**src/mns_pkg.sv**
```systemverilog
// ----------------------------------------------------------------------------
// mns_pkg
// Shared types and constants of the Markov note sampler: field widths,
// request and register codes, and the command bundle from the controller
// to the datapath.
// ----------------------------------------------------------------------------
package mns_pkg;

  localparam int COUNT_W     = 16;
  localparam int SEED_W      = 3;
  localparam int RANDOM_W    = 16;
  localparam int WEIGHT_W    = 8;
  localparam int INC_W       = 8;
  localparam int NOTE_OUT_W  = 3;
  localparam int TOTAL_OUT_W = 19;
  localparam int HISTORY_LEN = 3;
  localparam int APB_DATA_W  = 32;
  localparam int APB_ADDR_W  = 4;
  localparam int REG_IDX_W   = 2;

  // Request codes carried by req_type.
  localparam logic REQ_START = 1'b0;
  localparam logic REQ_NEXT  = 1'b1;

  // Register indexes (byte address divided by four).
  localparam logic [REG_IDX_W-1:0] REG_INITIAL_WEIGHT = 2'd0;
  localparam logic [REG_IDX_W-1:0] REG_MAX_COUNT      = 2'd1;
  localparam logic [REG_IDX_W-1:0] REG_INCREMENT      = 2'd2;

  // Reset values of the configuration registers.
  localparam logic [WEIGHT_W-1:0] INITIAL_WEIGHT_RST = 8'd0;
  localparam logic [COUNT_W-1:0]  MAX_COUNT_RST      = 16'hFFFF;
  localparam logic [INC_W-1:0]    INCREMENT_RST      = 8'd1;

  // Commands from the controller to the datapath.
  typedef struct packed {
    logic load_seed;  // start request accepted: load the history
    logic load_rand;  // next request accepted: capture the random word
    logic fill_we;    // write the initial weight at the fill address
    logic rd_en;      // read the count of the current row at the note index
    logic sum_en;     // add the returned count to the row total
    logic mul_en;     // scale the random word by the row total
    logic scan_clr;   // prepare the running sum for the draw
    logic scan_en;    // add the returned count to the running sum and test it
    logic update;     // write back the chosen count, shift history, emit result
  } mns_cmd_t;

endpackage

```
**src/mns_ctrl.sv**
```systemverilog
// ----------------------------------------------------------------------------
// mns_ctrl
// Sequencer of the sampler: the table fill after a start request, and the
// sum, scale, scan and update steps of a next request.
// ----------------------------------------------------------------------------
module mns_ctrl import mns_pkg::*; #(
  parameter int NOTE_COUNT = 8
) (
  input  logic                          clk_i,
  input  logic                          rst_ni,
  input  logic                          start_i,
  input  logic                          req_type_i,
  output logic                          busy_o,
  output mns_cmd_t                      cmd_o,
  output logic [$clog2(NOTE_COUNT)-1:0] rd_idx_o,
  output logic [4*$clog2(NOTE_COUNT)-1:0] fill_addr_o
);

  localparam int NW = $clog2(NOTE_COUNT);
  localparam int AW = 4 * NW;
  localparam int CW = NW + 1;

  typedef enum logic [2:0] {
    S_IDLE,
    S_FILL,
    S_SUM,
    S_MUL,
    S_SCAN,
    S_UPD
  } state_e;

  state_e          state_q;
  logic [AW-1:0]   fill_cnt_q;
  logic [CW-1:0]   note_cnt_q;
  logic            accept;
  logic            note_last;
  logic            note_rd;

  assign accept    = start_i && (state_q == S_IDLE);
  assign note_last = (note_cnt_q == CW'(NOTE_COUNT));
  assign note_rd   = (note_cnt_q < CW'(NOTE_COUNT));

  always_ff @(posedge clk_i or negedge rst_ni) begin
    if (!rst_ni) begin
      state_q    <= S_IDLE;
      fill_cnt_q <= '0;
      note_cnt_q <= '0;
    end else begin
      case (state_q)
        S_IDLE: begin
          fill_cnt_q <= '0;
          note_cnt_q <= '0;
          if (accept) begin
            state_q <= (req_type_i == REQ_START) ? S_FILL : S_SUM;
          end
        end
        S_FILL: begin
          fill_cnt_q <= fill_cnt_q + AW'(1);
          if (fill_cnt_q == {AW{1'b1}}) begin
            state_q <= S_IDLE;
          end
        end
        S_SUM: begin
          if (note_last) begin
            note_cnt_q <= '0;
            state_q    <= S_MUL;
          end else begin
            note_cnt_q <= note_cnt_q + CW'(1);
          end
        end
        S_MUL: begin
          state_q <= S_SCAN;
        end
        S_SCAN: begin
          if (note_last) begin
            note_cnt_q <= '0;
            state_q    <= S_UPD;
          end else begin
            note_cnt_q <= note_cnt_q + CW'(1);
          end
        end
        S_UPD: begin
          state_q <= S_IDLE;
        end
        default: begin
          state_q <= S_IDLE;
        end
      endcase
    end
  end

  always_comb begin
    cmd_o           = '0;
    cmd_o.load_seed = accept && (req_type_i == REQ_START);
    cmd_o.load_rand = accept && (req_type_i == REQ_NEXT);
    cmd_o.fill_we   = (state_q == S_FILL);
    cmd_o.rd_en     = ((state_q == S_SUM) || (state_q == S_SCAN)) && note_rd;
    cmd_o.sum_en    = (state_q == S_SUM) && (note_cnt_q != '0);
    cmd_o.mul_en    = (state_q == S_MUL);
    cmd_o.scan_clr  = (state_q == S_MUL);
    cmd_o.scan_en   = (state_q == S_SCAN) && (note_cnt_q != '0);
    cmd_o.update    = (state_q == S_UPD);
  end

  assign busy_o      = (state_q != S_IDLE);
  assign rd_idx_o    = note_cnt_q[NW-1:0];
  assign fill_addr_o = fill_cnt_q;

endmodule

```
**config.mk**
```make
export PLATFORM = sky130hd
export DESIGN_NAME = mns_ctrl
export DESIGN_NICKNAME = d
export VERILOG_FILES = /design/src/mns_pkg.sv /design/src/mns_ctrl.sv
export SDC_FILE = /design/constraint.sdc
export NUM_CORES = 1
export LEC_CHECK = 0
export BUFFER_PORTS_ARGS = -buffer_cell sky130_fd_sc_hd__buf_2
export CAP_MARGIN = 30
export CORE_AREA = 2 2 50 52
export DETAILED_ROUTE_END_ITERATION = 7
export DIE_AREA = 0 0 52 54
export PLACE_DENSITY = 0.81
export SYNTH_ARGS = -nofsm -noshare
export SYNTH_HDL_FRONTEND = slang
export SYNTH_SLANG_ARGS = --single-unit
export TNS_END_PERCENT = 100
```
**constraint.sdc**
```tcl
create_clock -name clk_i -period 1.85 [get_ports clk_i]
set_input_delay 0.555 -clock clk_i [delete_from_list [all_inputs] [get_ports clk_i]]
set_output_delay 0.555 -clock clk_i [all_outputs]
set_load 0.02 [all_outputs]
```
==> Word level (Yosys, flattened, before mapping) <==
Index checks and enable logic that the tools add are counted.
{ "op_classes": {"multipliers": 0, "magnitude_cmp": 1, "n_addsub": 2, "n_eq_ne": 11, "bitwise_logic": 1, "muxes": 9, "div": 0, "reduce_logical": 14, "shifts": 0} }
{ "ops": {"columns": ["cell", "count"], "rows": [
  ["$pmux W12 S2", 1],
  ["$pmux W3 S5", 1],
  ["$add A12 B1 Y12 const B", 1],
  ["$eq A12 B12 Y1 const B", 1],
  ["$mux W3", 4],
  ["$pmux W4 S2", 1],
  ["$eq A3 B2 Y1 const B", 2],
  ["$eq A3 B3 Y1 const B", 2],
  ["$logic_and A1 B1 Y1", 6],
  ["$ne A2 B2 Y1 const B", 3],
  ["$add A4 B1 Y4 const B", 1],
  ["$eq A4 B4 Y1 const B", 1],
  ["$lt A4 B4 Y1 const B", 1],
  ["$mux W4", 1],
  ["$reduce_and A4 Y1", 1],
  ["$reduce_bool A2 Y1", 2],
  ["$reduce_bool A4 Y1", 1],
  ["$eq A3 B1 Y1 const B", 1],
  ["$logic_not A3 Y1", 1],
  ["$reduce_bool A3 Y1", 1],
  ["$mux W2", 1],
  ["$ne A2 B1 Y1 const B", 1],
  ["$reduce_or A2 Y1", 1],
  ["$logic_or A1 B1 Y1", 1],
  ["$not A1 Y1", 1]
]} }
{ "totals": {"in_bits": 4, "mem_bits_rw": 0, "output_inout_bits": 25, "n_memories": 0, "romBits": 0, "latchBits": 0, "reg_bits": 19} }

==> Logic depth before layout (Yosys ltp) <==
{ "depth": {"word_depth": 4, "depth_mapped": 7} }

==> Worst setup path after synthesis <==
Ideal clock, no wire load.
{ "synth_path": {"path_type": "register -> output", "from": "reg state_q[2]", "to": "out cmd_o[8] (netlist bit)", "arrival_ps": 1681, "stages_incl_launch_ff": 7, "setup_slack_ps": -386, "cell_sequence": "dfrtp_1 -> buf_6 -> or2_1 -> buf_6 -> nor2_1 -> inv_1 -> nor3_1"} }
{ "synth_lines": {"columns": ["element", "line_no", "rtl"], "rows": [
  ["start, declared", "mns_ctrl.sv:32", "state_e state_q;"],
  ["start signal, assigned", "mns_ctrl.sv:54", "state_q <= (req_type_i == REQ_START) ? S_FILL : S_SUM;"],
  ["end, declared", "mns_ctrl.sv:14", "output mns_cmd_t cmd_o,"]
]} }

==> qor.yml <==
status: "finished, violations left"
violations: "negative setup slack"
synth_cells: 131
cts_buffer_depth: 2
start_kind: "flip-flop"
cpMaxStageDelayCell: "dfrtp_1"
drtIter0Drc: 46
placed_cell_area_um2: 1299
final_cell_mix: "20 x buf_4, 19 x buf_2, 18 x dfrtp_1"
powerDensity_nw_per_um2: 1602
viasPerCell: 5.663
crit_path_start: "note_cnt_q[1]"
seq_area_frac_synth_pct: 42.74
rrSetupSlack_ns: 0.28
dp_slack_ns: 0.06593
clk_latency_ns: 0.32
min_period_ns: 2.083
cp-end-kind: "output pin"
cts_tree: "yes"
overflow: 0
grt_pass1_wl_um: 4381
worstMarginPinSlew_ns: 0.4402
drtAntennaViolNets: 0
antenna_cells: 0
syn_area_um2: 1112
hold_buffers: 0
synth.distinct_cells: 32
h-tree-depth: 1
numCtsBuffers: 3
ys_ff_latch: 19
ff2ff_path_depth: 6
io_pins: 29
crit_type: "flip-flop to output pin"
synth_area_per_cell_um2: 8.491
drive_above_1_share_pct: 41.14
required_ns: 1.29
dp_hpwl_um: 1880
crit_path_max_incr_delay_ns: 0.37
final_common_cell: "buf_4"
slew_violations: 0
hold_ws_ns: 0.1501
cts_num_sinks: 19
vias: 1161
critPathTopFamily: "simple AND/OR/NAND/NOR gates"
syn_to_final_growth_pct: 40.94
maxSlewHeadroom_pct: 70.66
track_usage_pct: 21.01
vdd_drop_max_mv: 1.272
die_h_um: 54
hold_violations: 0
die_area_um2: 2808
worstHoldPathType: "input pin to asynchronous set/reset pin"
cts_root_buffer: "clkbuf_4"
drcViolationCount: 0
final_nets: 183
grt_max_degree: 20
antenna_found_initial: 0
row_count: 18
maxCapViolCount: 0
p_leak_nw: 0.7697
wirelength_um: 3280
finalCritPeriodShare_pct: 112.6
start_util_pct: 47.95
cp_num_buf_inv: 2
yosys_warnings: 0
setup_viol: 9
core_area_um2: 2320
timing.fmax_mhz: 480.0
gp_congestion: 0.7596
drt-wirelength-per-cell_um: 16.00
rsz0062_at_grt: "yes"
worst_slack_ns: -0.2334
final_area_um2: 1568
reg2reg_from: "state_q[1]"
io_buffers: 28
grt_pass1_vias: 1028
syn_nets: 138
clkTransAtPathRegs_ns: 0.13
rr_endpoint: "state_q[0]"
finClkSkew_ns: 0.01301
chipWidth_um: 52
drtPass1Iterations: 4
cp.arrival_ns: 1.53
path_cells: "inv_1 > ha_2 > nor3b_4 > nor4b_2 > buf_4"
worstPathMaxFanout: 2
[worst reg2reg max path, stage by stage, from the launching register on]
cell and delay, ns:
dfrtp_1 0.41, buf_6 0.15, buf_4 0.15, buf_4 0.13
xor2_1 0.16, nand3_1 0.19, a32o_1 0.29
[area by class of cell]
| type | instances | area (um^2) |
|---|---|---|
| Fill cell | 174 | 752.0 |
| Multi-Input combinational cell | 95 | 638.1 |
| Sequential cell | 19 | 476.7 |
| Timing Repair Buffer | 49 | 357.8 |
| Tap cell | 30 | 37.54 |
| Inverter | 8 | 30.03 |
| Clock buffer | 3 | 22.52 |
| Clock inverter | 1 | 5.005 |
[cell usage after synthesis]
library cell	instances	share of area, %
nand2_1	16	5.4
a22o_1	1	0.79
or4_1	1	0.68
buf_4	4	2.7
a21o_1	1	0.68
and4_1	1	0.79
a32o_1	1	0.90
or2_1	1	0.56
xnor2_1	1	0.79
nand4_1	3	1.7
nand3b_1	1	0.68
clkbuf_1	1	0.34
xor2_1	2	1.6
nor3_1	6	2.7
inv_1	8	2.7
ha_1	3	3.4
o41ai_1	1	0.79
mux2i_1	3	2.7
nand3_1	10	4.5
nor2_1	10	3.4
a21oi_1	6	2.7
or3_1	2	1.1
dfrtp_1	19	43
buf_2	2	0.90
nor3b_1	2	1.3
buf_6	2	2.0
o22ai_1	2	1.1
nand2b_1	1	0.56
nor4b_1	1	0.79
nor4_1	1	0.56
o21ai_0	15	6.7
and3_1	3	1.7
[metrics by stage]
stage	power, mW	instances	TNS, ns	util, %
finish	2.512	205	-0.9759	67.58
global route	2.641	205	-1.509	67.58
CTS	2.126	198	-0.5464	61.76
detailed placement	1.680	188	0	55.99
global placement	1.647	188	0	55.99
floorplan	1.362	131	-0.1580	-
[per-layer routing]
layer	GRT usage [%]	up-vias	routed length, um
met5	0	-	0
met4	8.772	0	142
met3	3.056	15	242
met2	38.40	59	1644
met1	24.52	539	1251
li1	-	548	-
[power breakdown]
group	internal, mW	switching (mW)	total (mW)	leakage, nW
Clock	0.0811	0.152	0.233	0.0177
Combinational	0.741	0.924	1.67	0.494
Sequential	0.499	0.115	0.614	0.258
[cell families after synthesis]
family | after synthesis | synth area share [%]
flip-flops | 19 | 42.75
AO/OA/AOI/OAI | 27 | 13.72
buffers and inverters | 17 | 8.661
XOR/XNOR | 3 | 2.363
multiplexers | 3 | 2.700
AND/OR/NAND/NOR | 59 | 26.44
adder cells (fa/ha/maj) | 3 | 3.375
[repair_timing]
action,in CTS,in global routing
pin swaps,2,3
setup endpoints to repair,7,10
gates cloned,0,0
setup buffers,6,7
gates resized for setup,18,24
[state kept, by name, indices dropped and copies added (netlist names)]
register	flops
state_q	3
note_cnt_q	4
fill_addr_o	12
[worst max-delay path by stage]
| stage | end | slack, ns | cells after the start |
|---|---|---|---|
| after floorplan | cmd_o[8] | -0.13 | 6 |
| after global placement | cmd_o[1] | 0.15 | 5 |
| after detailed placement | cmd_o[4] | 0.07 | 5 |
| after CTS | cmd_o[4] | -0.18 | 5 |
| after global routing | cmd_o[4] | -0.27 | 5 |
| final | cmd_o[4] | -0.23 | 5 |
(Power assumes the default switching activity.)
